$ cat config.mk
export PLATFORM = sky130hd
export DESIGN_NAME = nsp_pdu_decoder_core
export DESIGN_NICKNAME = d
export VERILOG_FILES = /design/src/hw/rtl/nspd_pkg.sv /design/src/hw/rtl/nsp_pdu_decoder_core.sv /design/src/hw/rtl/nspd_parser.sv /design/src/hw/rtl/nspd_res_fifo.sv
export SDC_FILE = /design/constraint.sdc
export NUM_CORES = 1
export LEC_CHECK = 0
export ABC_AREA = 0
export ABC_CLOCK_PERIOD_IN_PS = 6190
export BUFFER_PORTS_ARGS = -buffer_cell sky130_fd_sc_hd__buf_2
export CORE_UTILIZATION = 31
export CTS_CLUSTER_DIAMETER = 80
export CTS_CLUSTER_SIZE = 12
export DETAILED_ROUTE_END_ITERATION = 10
export PLACE_DENSITY_LB_ADDON = 0.2
export SLEW_MARGIN = 20
export SYNTH_ARGS = -nofsm -noshare
export SYNTH_HDL_FRONTEND = slang
export SYNTH_SLANG_ARGS = --single-unit
$ cat constraint.sdc
create_clock -name clk_i -period 6.19 [get_ports clk_i]
set_input_delay 0.9285 -clock clk_i [delete_from_list [all_inputs] [get_ports clk_i]]
set_output_delay 0.9285 -clock clk_i [all_outputs]
set_load 0.05 [all_outputs]
$ cat src/hw/rtl/nspd_pkg.sv
`timescale 1ns / 1ps
// ----------------------------------------------------------------------------
// nspd_pkg
// Types, codes and helpers shared by the NSP header decoder modules.
// ----------------------------------------------------------------------------
package nspd_pkg;

  localparam int MAX_PAYLOAD_DEF = 2048;
  localparam int HDR_LEN         = 5;
  localparam int POS_W           = 12;
  localparam int POS_MAX         = 4095;
  localparam int RES_DEPTH       = 4;
  localparam int RES_PTR_W       = $clog2(RES_DEPTH);
  localparam int RES_CNT_W       = $clog2(RES_DEPTH + 1);

  typedef enum logic [2:0] {
    KIND_NONE = 3'd0,
    KIND_DATA = 3'd1,
    KIND_ACK  = 3'd2,
    KIND_CI   = 3'd3,
    KIND_CC   = 3'd4,
    KIND_DI   = 3'd5
  } pdu_kind_e;

  typedef enum logic [1:0] {
    ST_OK       = 2'd0,
    ST_TRUNC    = 2'd1,
    ST_BAD_TYPE = 2'd2,
    ST_BAD_LEN  = 2'd3
  } status_e;

  typedef enum logic {
    RES_PAYLOAD = 1'b0,
    RES_SUMMARY = 1'b1
  } result_kind_e;

  typedef struct packed {
    logic [7:0] pdu_byte;
    logic       end_of_pdu;
  } in_item_t;

  typedef struct packed {
    result_kind_e result_kind;
    status_e      status;
    pdu_kind_e    pdu_kind;
    logic [7:0]   flag_byte;
    logic [15:0]  dest_link;
    logic [15:0]  source_link;
    logic [15:0]  services_info;
    logic [15:0]  main_word;
    logic [15:0]  extra_ack;
    logic         extra_ack_present;
    logic [7:0]   payload_byte;
    logic [11:0]  payload_length;
  } out_item_t;

  // Up to two results per byte: a payload byte, then the summary
  typedef struct packed {
    logic      pay_valid;
    logic      sum_valid;
    out_item_t pay;
    out_item_t sum;
  } res_pair_t;

  // Message flag classification
  function automatic pdu_kind_e classify(input logic [7:0] f);
    pdu_kind_e k;
    k = KIND_NONE;
    case (f[3:2])
      2'b00: k = KIND_DATA;
      2'b01: k = (f == 8'h04) ? KIND_ACK : KIND_NONE;
      2'b10: begin
        case (f[7:4])
          4'h1:    k = KIND_CI;
          4'h2:    k = KIND_CC;
          4'h3:    k = KIND_DI;
          default: k = KIND_NONE;
        endcase
      end
      default: k = KIND_NONE;
    endcase
    return k;
  endfunction

endpackage

$ cat src/hw/rtl/nsp_pdu_decoder_core.sv
`timescale 1ns / 1ps
// ----------------------------------------------------------------------------
// nsp_pdu_decoder_core
// Streaming NSP header decoder: byte in, payload bytes and a summary out.
// ----------------------------------------------------------------------------
// Accepts one PDU byte per cycle while not stalled. A byte is held in an input
// register and decoded from there against the captured header state once the
// queue has room for a result pair; its results enter a four-entry result queue
// whose head drives the output port. Most bytes yield at most one result; the
// last byte of a PDU yields two when it is itself a kept payload byte (the
// payload byte, then the summary). The queue hands out one result per cycle
// unless the output side stalls, so with the output never stalled it holds at
// most two results and the input never stalls; input stalls only while three or
// more results are queued, which takes earlier stalls on the output side.
module nsp_pdu_decoder_core import nspd_pkg::*; #(
  parameter int MaxPayload = MAX_PAYLOAD_DEF
) (
  input  logic      clk_i,
  input  logic      rst_ni,
  input  logic      in_valid_i,
  output logic      in_stall_o,
  input  in_item_t  in_data_i,
  output logic      out_valid_o,
  input  logic      out_stall_i,
  output out_item_t out_data_o
);

  logic      in_vld_q, in_vld_d;
  in_item_t  in_q;
  logic      room2;
  logic      take;
  res_pair_t res;

  // Input register: drained when the queue has room for a result pair
  assign take       = in_vld_q && room2;
  assign in_stall_o = in_vld_q && !room2;
  assign in_vld_d   = (in_valid_i && !in_stall_o) ? 1'b1 : (take ? 1'b0 : in_vld_q);

  always_ff @(posedge clk_i or negedge rst_ni) begin
    if (!rst_ni) begin
      in_vld_q <= 1'b0;
    end else begin
      in_vld_q <= in_vld_d;
    end
  end

  always_ff @(posedge clk_i) begin
    if (in_valid_i && !in_stall_o) in_q <= in_data_i;
  end

  nspd_parser #(
    .MaxPayload(MaxPayload)
  ) u_parser (
    .clk_i (clk_i),
    .rst_ni(rst_ni),
    .take_i(take),
    .item_i(in_q),
    .res_o (res)
  );

  nspd_res_fifo u_res_fifo (
    .clk_i      (clk_i),
    .rst_ni     (rst_ni),
    .push_i     (res),
    .room2_o    (room2),
    .out_valid_o(out_valid_o),
    .out_stall_i(out_stall_i),
    .out_data_o (out_data_o)
  );

endmodule

$ cat src/hw/rtl/nspd_parser.sv
`timescale 1ns / 1ps
// ----------------------------------------------------------------------------
// nspd_parser
// Per-byte header field capture and result generation for one PDU stream.
// ----------------------------------------------------------------------------
module nspd_parser import nspd_pkg::*; #(
  parameter int MaxPayload = MAX_PAYLOAD_DEF
) (
  input  logic      clk_i,
  input  logic      rst_ni,
  input  logic      take_i,
  input  in_item_t  item_i,
  output res_pair_t res_o
);

  typedef struct packed {
    logic [POS_W-1:0] pos;
    logic [7:0]       flag;
    pdu_kind_e        kind;
    logic [15:0]      dest;
    logic [15:0]      source;
    logic [15:0]      svc_info;
    logic [15:0]      main;
    logic [15:0]      extra;
    logic             ack_seen;
    logic [7:0]       held;
    logic [11:0]      pay_cnt;
    logic             too_long;
  } pstate_t;

  localparam logic [11:0] MaxPay = 12'(MaxPayload);

  pstate_t st_q, st_d, upd;
  logic [7:0]       b;
  logic [15:0]      word;
  logic             is_pay;
  logic             pay_emit;
  logic [POS_W:0]   len;
  logic [POS_W:0]   need;
  status_e          status;

  assign b    = item_i.pdu_byte;
  assign word = {b, st_q.held};
  assign len  = {1'b0, st_q.pos} + 13'd1;

  // Field capture by byte position and type
  always_comb begin
    upd    = st_q;
    is_pay = 1'b0;
    if (st_q.pos == '0) begin
      upd.flag = b;
      upd.kind = classify(b);
    end else if (st_q.pos == 12'd1 || st_q.pos == 12'd3) begin
      upd.held = b;
    end else if (st_q.pos == 12'd2) begin
      upd.dest = word;
    end else if (st_q.pos == 12'd4) begin
      upd.source = word;
    end else if (st_q.kind == KIND_CI || st_q.kind == KIND_CC) begin
      if (st_q.pos == 12'd5)      upd.svc_info = {8'h00, b};
      else if (st_q.pos == 12'd6) upd.svc_info = {b, st_q.svc_info[7:0]};
      else if (st_q.pos == 12'd7) upd.held = b;
      else if (st_q.pos == 12'd8) upd.main = word;
      else                        is_pay = 1'b1;
    end else if (st_q.kind == KIND_DI) begin
      if (st_q.pos == 12'd5)      upd.held = b;
      else if (st_q.pos == 12'd6) upd.main = word;
      else                        is_pay = 1'b1;
    end else if (st_q.kind == KIND_ACK) begin
      if (st_q.pos == 12'd5 || st_q.pos == 12'd7) begin
        upd.held = b;
      end else if (st_q.pos == 12'd6) begin
        upd.main = word;
      end else if (st_q.pos == 12'd8) begin
        upd.extra    = word;
        upd.ack_seen = 1'b1;
      end
    end else if (st_q.kind == KIND_DATA) begin
      if (st_q.pos == 12'd5) begin
        upd.held = b;
      end else if (st_q.pos == 12'd6) begin
        if (word[15]) begin
          upd.extra    = word;
          upd.ack_seen = 1'b1;
        end else begin
          upd.main = word;
        end
      end else if (st_q.ack_seen && st_q.pos == 12'd7) begin
        upd.held = b;
      end else if (st_q.ack_seen && st_q.pos == 12'd8) begin
        upd.main = word;
      end else begin
        is_pay = 1'b1;
      end
    end

    // Payload count saturates; excess bytes are dropped and flagged
    pay_emit = 1'b0;
    if (is_pay) begin
      if (st_q.pay_cnt < MaxPay) begin
        upd.pay_cnt = st_q.pay_cnt + 12'd1;
        pay_emit    = 1'b1;
      end else begin
        upd.too_long = 1'b1;
      end
    end

    if (st_q.pos != POS_W'(POS_MAX)) upd.pos = st_q.pos + 12'd1;
  end

  // Summary status, in priority order
  always_comb begin
    if (upd.kind == KIND_CI || upd.kind == KIND_CC) need = 13'd9;
    else if (upd.kind == KIND_DATA)                 need = upd.ack_seen ? 13'd9 : 13'd7;
    else                                            need = 13'd7;

    if (len < 13'(HDR_LEN))        status = ST_TRUNC;
    else if (upd.kind == KIND_NONE) status = ST_BAD_TYPE;
    else if (len < need)            status = ST_TRUNC;
    else if (upd.kind == KIND_ACK)
      status = (len == 13'd7 || len == 13'd9) ? ST_OK : ST_BAD_LEN;
    else if (upd.too_long)          status = ST_BAD_LEN;
    else                            status = ST_OK;
  end

  // Result items
  always_comb begin
    res_o.pay.result_kind       = RES_PAYLOAD;
    res_o.pay.status            = ST_OK;
    res_o.pay.pdu_kind          = upd.kind;
    res_o.pay.flag_byte         = upd.flag;
    res_o.pay.dest_link         = upd.dest;
    res_o.pay.source_link       = upd.source;
    res_o.pay.services_info     = upd.svc_info;
    res_o.pay.main_word         = upd.main;
    res_o.pay.extra_ack         = upd.extra;
    res_o.pay.extra_ack_present = upd.ack_seen;
    res_o.pay.payload_byte      = b;
    res_o.pay.payload_length    = upd.pay_cnt;

    res_o.sum              = res_o.pay;
    res_o.sum.result_kind  = RES_SUMMARY;
    res_o.sum.status       = status;
    res_o.sum.payload_byte = 8'h00;

    res_o.pay_valid = take_i && pay_emit;
    res_o.sum_valid = take_i && item_i.end_of_pdu;
  end

  // Back to reset state after the last byte
  always_comb begin
    st_d = st_q;
    if (take_i) st_d = item_i.end_of_pdu ? '0 : upd;
  end

  always_ff @(posedge clk_i or negedge rst_ni) begin
    if (!rst_ni) begin
      st_q <= '0;
    end else begin
      st_q <= st_d;
    end
  end

  // Checks
  a_restart: assert property (@(posedge clk_i) disable iff (!rst_ni)
    take_i && item_i.end_of_pdu |=> st_q.pos == '0 && st_q.pay_cnt == '0)
    else $error("parser did not restart after last byte");
  a_cnt_max: assert property (@(posedge clk_i) disable iff (!rst_ni)
    st_q.pay_cnt <= MaxPay)
    else $error("payload count above maximum");

endmodule

$ cat src/hw/rtl/nspd_res_fifo.sv
`timescale 1ns / 1ps
// ----------------------------------------------------------------------------
// nspd_res_fifo
// Small result queue: takes up to two results a cycle, hands out one when not stalled.
// ----------------------------------------------------------------------------
module nspd_res_fifo import nspd_pkg::*; (
  input  logic      clk_i,
  input  logic      rst_ni,
  input  res_pair_t push_i,
  output logic      room2_o,
  output logic      out_valid_o,
  input  logic      out_stall_i,
  output out_item_t out_data_o
);

  out_item_t              mem [RES_DEPTH];
  logic [RES_PTR_W-1:0]   wr_q, wr_d, rd_q, rd_d;
  logic [RES_CNT_W-1:0]   cnt_q, cnt_d;
  logic [1:0]             n_push;
  logic                   pop;
  out_item_t              first;
  logic [RES_PTR_W-1:0]   wr_nx;

  assign n_push = {1'b0, push_i.pay_valid} + {1'b0, push_i.sum_valid};
  assign first  = push_i.pay_valid ? push_i.pay : push_i.sum;
  assign wr_nx  = wr_q + RES_PTR_W'(1);
  assign pop    = (cnt_q != '0) && !out_stall_i;

  assign room2_o     = cnt_q <= RES_CNT_W'(RES_DEPTH - 2);
  assign out_valid_o = cnt_q != '0;
  assign out_data_o  = mem[rd_q];

  // Pointer and fill count update
  always_comb begin
    wr_d  = wr_q + RES_PTR_W'(n_push);
    rd_d  = pop ? rd_q + RES_PTR_W'(1) : rd_q;
    cnt_d = cnt_q + RES_CNT_W'(n_push) - RES_CNT_W'(pop);
  end

  always_ff @(posedge clk_i or negedge rst_ni) begin
    if (!rst_ni) begin
      wr_q  <= '0;
      rd_q  <= '0;
      cnt_q <= '0;
    end else begin
      wr_q  <= wr_d;
      rd_q  <= rd_d;
      cnt_q <= cnt_d;
    end
  end

  // Storage; payload result goes ahead of the summary
  always_ff @(posedge clk_i) begin
    if (n_push != 2'd0) mem[wr_q] <= first;
    if (n_push == 2'd2) mem[wr_nx] <= push_i.sum;
  end

  // Checks
  a_no_overflow: assert property (@(posedge clk_i) disable iff (!rst_ni)
    n_push != 2'd0 |-> ({1'b0, cnt_q} + {2'b0, n_push}) <= (RES_CNT_W + 1)'(RES_DEPTH))
    else $error("result queue overflow");
  a_cnt_bound: assert property (@(posedge clk_i) disable iff (!rst_ni)
    cnt_q <= RES_CNT_W'(RES_DEPTH))
    else $error("result count out of range");
  a_cnt_track: assert property (@(posedge clk_i) disable iff (!rst_ni)
    n_push == 2'd0 && !pop |=> $stable(cnt_q) && $stable(rd_q))
    else $error("queue changed without a transfer");

endmodule

# Yosys cells after proc, flatten, opt, wreduce, memory -nomap -nowiden
# Memories as Yosys holds them, arrays and structs flattened.
# Index checks and enable logic that the tools add are counted.
[op_classes] add_sub_neg=9 multipliers=0 div=0 n_lt_le_gt_ge=4 eq_ne=36 n_shift=0 muxes=87 n_bitwise=0 n_reduce_logical=27
[op_table] op="2-to-1 mux 16 bit" count=17
[op_table] op="2-to-1 mux 125 bit" count=1
[op_table] op="2-to-1 mux 115 bit" count=1
[op_table] op="2-to-1 mux 17 bit" count=6
[op_table] op="2-to-1 mux 89 bit" count=1
[op_table] op="2-to-1 mux 8 bit" count=11
[op_table] op="2-to-1 mux 41 bit" count=2
[op_table] op="2-to-1 mux 81 bit" count=1
[op_table] op="2-to-1 mux 73 bit" count=1
[op_table] op="2-to-1 mux 33 bit" count=2
[op_table] op="2-to-1 mux 57 bit" count=1
[op_table] op="== test 12 x 3 -> 1 bit, second input constant" count=4
[op_table] op="2-to-1 mux 13 bit" count=3
[op_table] op="2-to-1 mux 1 bit" count=27
[op_table] op="adder 12 x 1 -> 12 bit, second input constant" count=2
[op_table] op="== test 12 x 2 -> 1 bit, second input constant" count=2
[op_table] op="2-to-1 mux 12 bit" count=2
[op_table] op="one-hot mux 3 bit (3 select lines)" count=2
[op_table] op="2-to-1 mux 2 bit" count=7
[op_table] op="adder 12 x 1 -> 13 bit, second input constant" count=1
[op_table] op="== test 13 x 3 -> 1 bit, second input constant" count=1
[op_table] op="== test 13 x 4 -> 1 bit, second input constant" count=1
[op_table] op="less-than comparator 13 bit" count=1
[op_table] op="less-than comparator 13 x 3 -> 1 bit, second input constant" count=1
[op_table] op="37 further kinds" count=65
[totals] reg_bits=142 latchBits=0 ramBits=460 mem_bits_ro=0 elab_cells=182 mem_count=1
[memory_table] memory="u_res_fifo.mem" words=4 width=115 read_ports=1 rd_clocked_by_memory_dff=0 wr=2 line="nspd_res_fifo.sv:16" rtl="out_item_t mem [RES_DEPTH];"

# Logic depth before layout (Yosys ltp)
# Gate-level depths: netlist of run 1.
[logic_depth] ltp_word=22 depth_mapped=18 mapped_depth_nobuf=17

# Hierarchy
# A second synthesis of run 1 with hierarchy kept.
[unflattened] hier_cells=2351 hier_area_um2=31241.2
[by_module_without_submodules] module="nspd_res_fifo" instances=1 cells_per_inst=1339 area_each_um2=22016.1 seq_area_each_um2=13988.4
[by_module_without_submodules] module="nspd_parser" instances=1 cells_per_inst=997 area_each_um2=8891.0 seq_area_each_um2=3128.0
[by_module_without_submodules] module="nsp_pdu_decoder_core" instances=1 cells_per_inst=15 area_each_um2=334.1 seq_area_each_um2=295.3

# Worst setup path after synthesis of run 1
# OpenSTA, ideal clock, no wires.
[synth_path] kind="reg-to-reg" start="register u_parser.st_q[113] in the netlist's numbering" end="memory u_res_fifo.mem[0][0] in the netlist's numbering, enable pin" setup_time_ns=0.459 t_arrival_ns=5.840 t_required_ns=5.731 slack_ns=-0.109 path_stages_with_launch=18 n_path_buf=5 period_less_slack_ns=6.299 path_cell_list="dfrtp_1 inv_1 ha_1 or3_1 a21oi_2 o22ai_2 nor4_4 and2_1 buf_2 inv_6 ha_1 clkbuf_1 or3_1 and2_1 clkbuf_1 clkbuf_1 clkbuf_1 inv_1"
[synth_rtl] item="from (decl)" line="nspd_parser.sv:33" rtl="pstate_t st_q, st_d, upd;"
[synth_rtl] item="from (signal assigned)" line="nspd_parser.sv:160" rtl="st_q <= st_d;"
[synth_rtl] item="to (decl)" line="nspd_res_fifo.sv:16"

==> results of run 1 <==
## registers in the layout, summed over array words and instances (netlist names)
name	count
u_res_fifo.cnt_q	3
u_res_fifo.wr_q	2
u_res_fifo.rd_q	2
u_parser.st_q	125
in_vld_q	1
u_res_fifo.mem	460
in_q	9
## worst max-delay path, stage by stage, from the launching register on
cell	delay (ns)
dfrtp_1	0.53
inv_1	0.15
ha_1	0.37
and3b_1	0.30
a311oi_1	0.39
o22ai_2	0.15
nor4_4	0.27
buf_4	0.24
and2_1	0.32
ha_1	0.42
nor2_1	0.12
a21oi_1	0.37
nand2_4	0.12
inv_4	0.43
buf_12	0.35
## cell type report
| class | count | area share, % |
|---|---|---|
| sequential | 602 | 56.0 |
| multi-input combinational | 1264 | 29.6 |
| clock buffer | 102 | 5.34 |
| tap | 1144 | 4.70 |
| timing repair buffer | 161 | 3.46 |
| inverter | 41 | 0.563 |
| clock inverter | 6 | 0.329 |
## stage by stage
stage                     setup slack [ns]  hold WS [ns]  area [µm²]  util (%)  total power [mW]
after global placement                1.27         0.456       28700      33.6              12.2
after floorplan                      0.176         0.444       26800         -              10.1
after global routing                 0.775         0.347       30400      35.6              16.1
after CTS                             1.20         0.324       30400      35.6              15.7
after detailed placement              1.22         0.461       28700      33.6              12.3
final                                 1.21         0.300       30400      35.6              15.4
## metal layers
| metal | GRT usage [%] | share of wire (%) | vias to the layer above |
|---|---|---|---|
| met3 | 2.41 | 4.3 | 96 |
| met5 | 0 | 0 | - |
| met1 | 24.0 | 44 | 8940 |
| met2 | 30.2 | 50 | 419 |
| met4 | 4.05 | 2.1 | 0 |
| li1 | - | - | 7696 |
## synthesized netlist by cell type (5+ instances only)
cell	number	area share (%)
a21oi_2	5	0.16
o31ai_1	15	0.42
nor4_1	7	0.16
mux2i_1	49	1.8
a22oi_1	12	0.34
nand4_1	8	0.19
dfxtp_1	36	2.7
xor2_1	10	0.33
edfxtp_1	433	48
mux2i_2	9	0.46
a31oi_1	5	0.12
nand2b_1	10	0.23
buf_1	19	0.27
o21ai_1	5	0.093
xnor2_1	12	0.39
nand3_1	14	0.26
and2_1	13	0.30
mux4_2	115	9.7
buf_6	6	0.25
ha_1	15	0.70
a21oi_1	56	1.0
a22o_1	64	2.1
nand2_1	108	1.5
buf_2	11	0.21
and3_1	14	0.33
nor2b_1	9	0.21
nor3_1	11	0.21
or3_1	9	0.21
o22ai_1	17	0.40
inv_1	40	0.56
nor2_1	500	7.0
o21ai_0	88	1.6
clkbuf_1	112	1.6
dfrtp_1	133	12
## how the worst min path moves through the flow
stage	to	slack (ns)
after CTS	u_res_fifo.cnt_q[2]	0.32
final	u_res_fifo.rd_q[0]	0.30
after detailed placement	u_res_fifo.mem[2][16]	0.46
after global placement	u_res_fifo.mem[1][19]	0.46
after global routing	u_res_fifo.cnt_q[2]	0.35
after floorplan	u_res_fifo.mem[2][12]	0.44
## logic make-up (layout without fill, tap and decap cells)
| logic type | after synthesis | after routing | share of synthesized area [%] |
|---|---|---|---|
| adders and majority gates | 16 | 16 | 0.775 |
| and+or+nand+nor | 741 | 741 | 12.1 |
| buffers and inverters | 193 | 310 | 3.00 |
| DFF | 602 | 602 | 63.6 |
| xor gates and xnor gates | 22 | 22 | 0.719 |
| AOI/OAI and AO/OA | 310 | 310 | 7.82 |
| muxes | 175 | 175 | 12.0 |
## where the power goes
group / internal (mW) / total, mW / switching (mW)
sequential: 5.20 / 5.59 / 0.387
clock: 1.79 / 3.38 / 1.59
combinational: 1.70 / 6.43 / 4.73
==> impl_metrics.env, run 1 <==
export IMPL_status="finished, final reports clean"
export IMPL_cts_root_buf="clkbuf_16"
export IMPL_grt_pass1_wl_mm=116
export IMPL_clockBufferDepth=3
export IMPL_holdCritPathClass="primary input to async pin"
export IMPL_start_util_pct=31.4
export IMPL_cts_tree="done"
export IMPL_tns_ns=0
export IMPL_cp_arrival_ns=5.26
export IMPL_leakagePower_nw=10.4
export IMPL_worstSkewPairLatency_ns=0.66
export IMPL_cts_inserted_buffers=58
export IMPL_via_count=17200
export IMPL_rows=107
export IMPL_layout_commonest_cell="nor2_1"
export IMPL_yosysSeqAreaShare_pct=63.6
export IMPL_gp_congestion=0.823
export IMPL_cts_sinks=602
export IMPL_drtAntennaViolNets=0
export IMPL_slew_headroom_pct=31.4
export IMPL_drv_slew=0
export IMPL_startpoint="u_parser.st_q[113]"
export IMPL_dieArea_mm2=0.0877
export IMPL_r2r_setup_slack_ns=1.21
export IMPL_grt_pass1_vias=17500
export IMPL_multiInputGateArea_mm2=0.00900
export IMPL_reg2reg_to="u_res_fifo.mem[3][48]"
export IMPL_post_cts_buffers=0
export IMPL_synth_nets=2088
export IMPL_antenna_found_initial=2
export IMPL_p_per_area_mw_per_mm2=506
export IMPL_critical_path_class="register to register"
export IMPL_drc=0
export IMPL_startpoint_type="register"
export IMPL_cts_resized=0
export IMPL_drv_cap=0
export IMPL_layout_common_cells="499 x nor2_1, 433 x edfxtp_1, 131 x dfrtp_1"
export IMPL_synth_edff_count=433
export IMPL_routed_wl_mm=77.9
export IMPL_endpoint_kind="register"
export IMPL_endpoint="u_res_fifo.mem[3][48]"
export IMPL_worst_pin_slew_ns=1.03
export IMPL_fin_crit_ns=4.98
export IMPL_first_iter_violations=1282
export IMPL_fp_coreArea_mm2=0.0854
export IMPL_synthFlopType="edfxtp_1"
export IMPL_routedWlPerCell_um=23.4
export IMPL_vdd_drop_max_uv=375
export IMPL_ios=130
export IMPL_numPortBuffers=129
export IMPL_grt_max_degree=117
export IMPL_syn_avg_cell_area_um2=13.0
export IMPL_grt_setup_unrepaired="no"
export IMPL_synth_seq_cells=602
export IMPL_drive_above_1_share_pct=18.4
export IMPL_grt_usage_pct=17.7
export IMPL_fillers=8443
export IMPL_ys_warnings_count=0
export IMPL_cts_clk_slew_worst_paths_ns=0.07
export IMPL_fin_skew_ns=0.0567
export IMPL_crit_required_ns=6.47
export IMPL_viasPerCell=5.17
export IMPL_min_period_over_period_pct=80.4
export IMPL_synthToLayoutAreaGrowth_pct=13.5
export IMPL_n_antenna_cell=0
export IMPL_hold_violations=0
export IMPL_dieHeight_um=296
export IMPL_synthCells=2059
export IMPL_synth_area_mm2=0.0268
export IMPL_dp_cells=3212
export IMPL_htree_num_levels=2
export IMPL_die_w_um=296
export IMPL_postCtsHoldBufs=0
export IMPL_synthArstFlopShare_pct=22.1
export IMPL_rr_startpoint="u_parser.st_q[113]"
export IMPL_hpwl_mm=45.8
export IMPL_fmax_mhz=201
export IMPL_final_cells=3320
export IMPL_crit_path_max_fanout=39
export IMPL_synth_cell_type_count=83
export IMPL_setup_violations=0
export IMPL_grt_overflow_total=0
export IMPL_firstDrtPassIters=7
export IMPL_nets=2157
export IMPL_reg2regPathDepth=14
export IMPL_seq_area_mm2=0.0171
Power figures use the tool's default switching activity.
==> run 2: changes to the inputs <==
ABC_CLOCK_PERIOD_IN_PS = 4320   (was 6190)
clock period = 4.32 ns   (was 6.19 ns; I/O delays follow)
==> run 2 against run 1 <==
Compared with the run above:
- first-iteration DRC count grew 9.2%
- register-to-register slack lost 1.1 ns
- routed wire length shrank 0.99%
- global-route usage shrank 0.11 points
- combinational power grew 45%
- clock power grew 41%
- clock skew shrank 0.024 ns
- final area grew 1.3%
- critical path depth shrank 1
- core utilization grew 0.47 points
- sequential power grew 43%
- largest power group unchanged
==> impl_metrics.env, run 2 (synthesis results as in run 1) <==
export IMPL_hold_violations=0
export IMPL_nets=2202
export IMPL_post_place_ws_ns=0.165
export IMPL_leakagePower_nw=10.7
export IMPL_hpwl_mm=47.3
export IMPL_grt_pass1_vias=17700
export IMPL_worst_pin_slew_ns=1.08
export IMPL_cp_arrival_ns=4.49
export IMPL_holdCritPathClass="primary input to async pin"
export IMPL_setup_slack_ns=0.163
export IMPL_start_util_pct=31.4
export IMPL_grt_overflow_total=0
export IMPL_drtAntennaViolNets=0
export IMPL_routedWlPerCell_um=22.9
export IMPL_viasPerCell=5.12
export IMPL_die_w_um=296
export IMPL_via_count=17200
export IMPL_ios=130
export IMPL_first_iter_violations=1400
export IMPL_startpoint_type="register"
export IMPL_layout_commonest_cell="nor2_1"
export IMPL_cts_root_buf="clkbuf_16"
export IMPL_multiInputGateArea_mm2=0.00905
export IMPL_grt_setup_unrepaired="no"
export IMPL_layout_common_cells="499 x nor2_1, 433 x edfxtp_1, 131 x dfrtp_1"
export IMPL_p_per_area_mw_per_mm2=717
export IMPL_clockBufferDepth=3
export IMPL_grt_usage_pct=17.6
export IMPL_place_area_mm2=0.0291
export IMPL_largest_reg_flops=460
export IMPL_largest_register="u_res_fifo.mem"
export IMPL_fin_crit_ns=4.16
export IMPL_grt_pass1_wl_mm=115
export IMPL_dieArea_mm2=0.0877
export IMPL_synthToLayoutAreaGrowth_pct=15.0
export IMPL_seq_area_mm2=0.0171
export IMPL_routed_wl_mm=77.1
export IMPL_cts_inserted_buffers=57
export IMPL_worstSkewPairLatency_ns=0.62
export IMPL_dp_cells=3258
export IMPL_htree_num_levels=2
export IMPL_fmax_mhz=241
export IMPL_drive_above_1_share_pct=20.3
export IMPL_firstDrtPassIters=5
export IMPL_rows=107
export IMPL_critical_path_class="register to register"
export IMPL_drv_slew=0
export IMPL_postLayoutCellArea_mm2=0.0309
export IMPL_fp_coreArea_mm2=0.0854
export IMPL_final_cells=3366
export IMPL_gp_congestion=0.855
export IMPL_largestRegisters="u_res_fifo.mem (460), u_parser.st_q (125), in_q (9)"
export IMPL_postCtsHoldBufs=0
export IMPL_drv_cap=0
export IMPL_min_period_over_period_pct=96.2
export IMPL_tns_ns=0
export IMPL_cts_sinks=602
export IMPL_endpoint_kind="register"
export IMPL_numPortBuffers=129
export IMPL_drc=0
export IMPL_fin_skew_ns=0.0323
export IMPL_fin_util_pct=36.1
export IMPL_crit_path_max_fanout=112
export IMPL_fillers=8396
export IMPL_n_antenna_cell=0
export IMPL_grt_max_degree=113
export IMPL_setup_violations=0
export IMPL_crit_required_ns=4.65
export IMPL_vdd_drop_max_uv=404
export IMPL_status="finished, final reports clean"
export IMPL_dieHeight_um=296
export IMPL_cts_tree="done"
export IMPL_cts_clk_slew_worst_paths_ns=0.07
export IMPL_slew_headroom_pct=27.5
export IMPL_antenna_found_initial=3
==> run 2: critical path, stage by stage (launching register included) <==
cell	delay, ns
dfrtp_1	0.37
or4_1	0.63
buf_4	0.21
nor3_2	0.27
a21boi_1	0.46
nor4_4	0.09
and2_2	0.26
inv_8	0.11
ha_4	0.21
nand2b_4	0.20
nor2_4	0.06
a31oi_4	0.24
buf_12	0.56
nor2_1	0.09
==> run 2: worst paths after layout <==
path | start | end | slack [ns] | depth (start not counted)
min in group clk_i | in_data_i[7] | in_q[7] | 0.22 | 1
worst min register to register | u_res_fifo.mem[2][19] | u_res_fifo.mem[2][19] | 0.48 | 1
max in group asynchronous | rst_ni | u_parser.st_q[95] | 3.23 | 2
worst min-delay path | rst_ni | u_parser.st_q[1] | 0.09 | 1
worst max register to register | u_parser.st_q[118] | u_res_fifo.mem[2][60] | 0.16 | 13
worst max-delay path | u_parser.st_q[118] | u_res_fifo.mem[2][60] | 0.16 | 13
==> run 2: final cells by class <==
type,instances,area share [%]
Multi-Input combinational cell,1264,29.3
Timing Repair Buffer,207,4.66
Tap cell,1144,4.64
Sequential cell,602,55.3
Inverter,41,0.572
Clock inverter,6,0.296
Clock buffer,102,5.20
==> run 2: routing by layer <==
layer | up-vias | track usage [%] | routed length, µm
met5 | - | 0 | 0
met4 | 0 | 4.74 | 1780
met3 | 104 | 2.15 | 3500
met2 | 473 | 29.9 | 38400
met1 | 8855 | 23.7 | 33400
li1 | 7786 | - | -
==> run 2: power by group <==
part | switching [mW] | internal [mW]
clock network | 2.18 | 2.57
logic | 6.76 | 2.58
registers | 0.572 | 7.45
total | 9.52 | 12.6
==> run 2: what timing repair did <==
| item | 4_1_cts | 5_1_grt |
|---|---|---|
| gates resized for setup | 0 | 3 |
| endpoints found under the setup margin | 0 | 210 |
| setup buffers | 0 | 0 |
==> run 2: stage by stage <==
stage                     hold slack (ns)  total power [mW]
after floorplan                     0.352              14.6
after global placement              0.456              17.6
final                              0.0856              22.1
after detailed placement            0.463              17.7
after CTS                           0.102              22.5
after global routing                0.118              23.1
==> run 3: changes to the inputs <==
CTS_CLUSTER_SIZE = 10   (was 12)
PLACE_DENSITY = 0.53   (was not set)
PLACE_DENSITY_LB_ADDON = not set   (was 0.2)
==> run 3 against run 2 <==
Compared with the run above:
- sequential share of layout area shrank 1.1 points
- register-to-register slack better by 0.06 ns
- total power rose by 5.3%
- via count grew 1.9%
- clock power increased by 22%
- global-route usage barely moved
- critical endpoint is now u_res_fifo.mem[2][36]
- fmax grew 1.5%
- critical path depth up 1
- sequential power down 0.6%
- highest routed layer unchanged
- non-clock buffer count up 13
- setup slack improved by 0.060 ns
==> impl_metrics.env, run 3 (synthesis results as in run 1) <==
export IMPL_status="finished, final reports clean"
export IMPL_cts_inserted_buffers=71
export IMPL_drtAntennaViolNets=0
export IMPL_grt_setup_unrepaired="no"
export IMPL_dieHeight_um=296
export IMPL_viasPerCell=5.15
export IMPL_clockBufferDepth=3
export IMPL_drv_slew=0
export IMPL_p_comb_share_pct=40.9
export IMPL_fillers=8299
export IMPL_synthToLayoutAreaGrowth_pct=17.4
export IMPL_worst_pin_slew_ns=0.920
export IMPL_firstDrtPassIters=6
export IMPL_r2r_setup_slack_ns=0.22
export IMPL_power_switching_mw=9.79
export IMPL_largest_register="u_res_fifo.mem"
export IMPL_grt_max_degree=113
export IMPL_hold_ws_ns=0.0378
export IMPL_grt_overflow_total=0
export IMPL_endpoint_kind="register"
export IMPL_seq_power_share_pct=34.2
export IMPL_path_cells="or4_1, buf_4, or3_1, buf_4, o22ai_4, nor4_4, and2_1, inv_8, ha_4, nand2b_4, nor2_4, a31oi_4, buf_16, nor2_1"
export IMPL_final_cells=3403
export IMPL_hpwl_mm=48.6
export IMPL_n_antenna_cell=0
export IMPL_critical_path_class="register to register"
export IMPL_min_period_over_period_pct=94.9
export IMPL_ios=130
export IMPL_cts_tree="done"
export IMPL_setup_violations=0
export IMPL_grt_pass1_wl_mm=115
export IMPL_routed_wl_mm=76.9
export IMPL_die_w_um=296
export IMPL_vdd_drop_max_uv=447
export IMPL_post_cts_buffers=0
export IMPL_largest_reg_flops=460
export IMPL_crit_path_max_fanout=112
export IMPL_first_iter_violations=1414
export IMPL_crit_required_ns=4.64
export IMPL_layout_commonest_cell="nor2_1"
export IMPL_cts_root_buf="clkbuf_16"
export IMPL_postLayoutCellArea_mm2=0.0315
export IMPL_antenna_found_initial=2
export IMPL_fin_crit_ns=4.10
export IMPL_cts_sinks=602
export IMPL_fp_coreArea_mm2=0.0854
export IMPL_dieArea_mm2=0.0877
export IMPL_numPortBuffers=129
export IMPL_grt_usage_pct=17.6
export IMPL_start_util_pct=31.4
export IMPL_crit_slowest_cell="or4_1"
export IMPL_drc=0
export IMPL_startpoint_type="register"
export IMPL_post_place_ws_ns=0.159
export IMPL_worstSkewPairLatency_ns=0.62
export IMPL_cp_arrival_ns=4.42
export IMPL_fin_skew_ns=0.0276
export IMPL_hold_violations=0
export IMPL_routedWlPerCell_um=22.6
export IMPL_place_area_mm2=0.0293
export IMPL_holdCritPathClass="primary input to async pin"
export IMPL_power_internal_mw=13.5
export IMPL_cts_clk_slew_worst_paths_ns=0.06
export IMPL_drive_above_1_share_pct=21.4
export IMPL_fin_util_pct=36.9
export IMPL_slew_headroom_pct=38.7
export IMPL_cpPeakStageDelay_ns=0.61
export IMPL_p_clk_share_pct=24.8
export IMPL_fmax_mhz=244
export IMPL_htree_num_levels=3
export IMPL_swShare_pct=42.0
export IMPL_largestRegisters="u_res_fifo.mem (460), u_parser.st_q (125), in_q (9)"
export IMPL_p_per_area_mw_per_mm2=739
export IMPL_nets=2229
export IMPL_grt_pass1_vias=17800
export IMPL_dp_cells=3271
export IMPL_leakagePower_nw=11.0
export IMPL_path_common_cell="buf_4"
export IMPL_gp_congestion=0.883
export IMPL_drv_cap=0
export IMPL_setup_slack_ns=0.222
export IMPL_via_count=17500
export IMPL_rows=107
export IMPL_layout_common_cells="498 x nor2_1, 433 x edfxtp_1, 131 x dfrtp_1"
-- run 3: changes by cell type in the layout (fill, tap and decap cells not counted), sizes merged --
cell,previous run,this run
buf,207,220
bufinv,1,2
clkbuf,102,125
inv,39,40
clkinv,3,2
-- run 3: critical path, delay by kind of cell, from the launching register on --
family / cells / cell delay [ns]
adder cells (fa/ha/maj): 1 / 0.21
flip-flops: 1 / 0.37
AND/OR/NAND/NOR: 7 / 1.70
AO/OA/AOI/OAI: 2 / 0.39
buffers and inverters: 4 / 1.07
-- run 3: final timing paths --
check,startpoint,endpoint,depth (start not counted)
worst max register to register,u_parser.st_q[118],u_res_fifo.mem[2][36],14
worst min register to register,u_res_fifo.mem[2][16],u_res_fifo.mem[2][16],1
max in group asynchronous,rst_ni,u_parser.st_q[28],2
worst min-delay path,rst_ni,u_parser.st_q[6],1
min in group clk_i,in_data_i[5],in_q[5],1
worst max-delay path,u_parser.st_q[118],u_res_fifo.mem[2][36],14
-- run 3: through the flow --
stage,setup TNS (ns),total power [mW]
after global routing,0,24.3
after CTS,0,23.6
after floorplan,-348.06,14.6
final,0,23.3
after global placement,0,17.7
after detailed placement,0,17.8
-- run 3: power groups by stage --
stage / registers (mW) / clock network, mW / logic (mW)
after floorplan: 7.84 / 0 / 6.75
after global placement: 8.02 / 0 / 9.66
after detailed placement: 8.09 / 0 / 9.69
after CTS: 7.98 / 5.89 / 9.71
after global routing: 8.07 / 6.11 / 10.1
final: 7.97 / 5.78 / 9.53
-- run 3: area by class of cell --
cell class / count / area [µm²] / area share [%]
Clock buffer: 125 / 2070 / 6.59
Inverter: 41 / 176 / 0.560
Tap cell: 1144 / 1430 / 4.54
Multi-Input combinational cell: 1264 / 9050 / 28.8
Sequential cell: 602 / 17100 / 54.2
Timing Repair Buffer: 220 / 1560 / 4.94
Clock inverter: 7 / 144 / 0.457
-- run 3: routing by layer --
metal / up-vias / share of wire (%) / track usage [%]
li1: 7844 / - / -
met1: 9053 / 43 / 23.6
met2: 520 / 50 / 29.7
met3: 120 / 4.7 / 2.38
met4: 0 / 2.7 / 5.39
met5: - / 0 / 0
-- run 3: what timing repair did --
action,CTS,global route
endpoints found under the setup margin,0,121
hold buffers,0,0
resized for setup,0,3
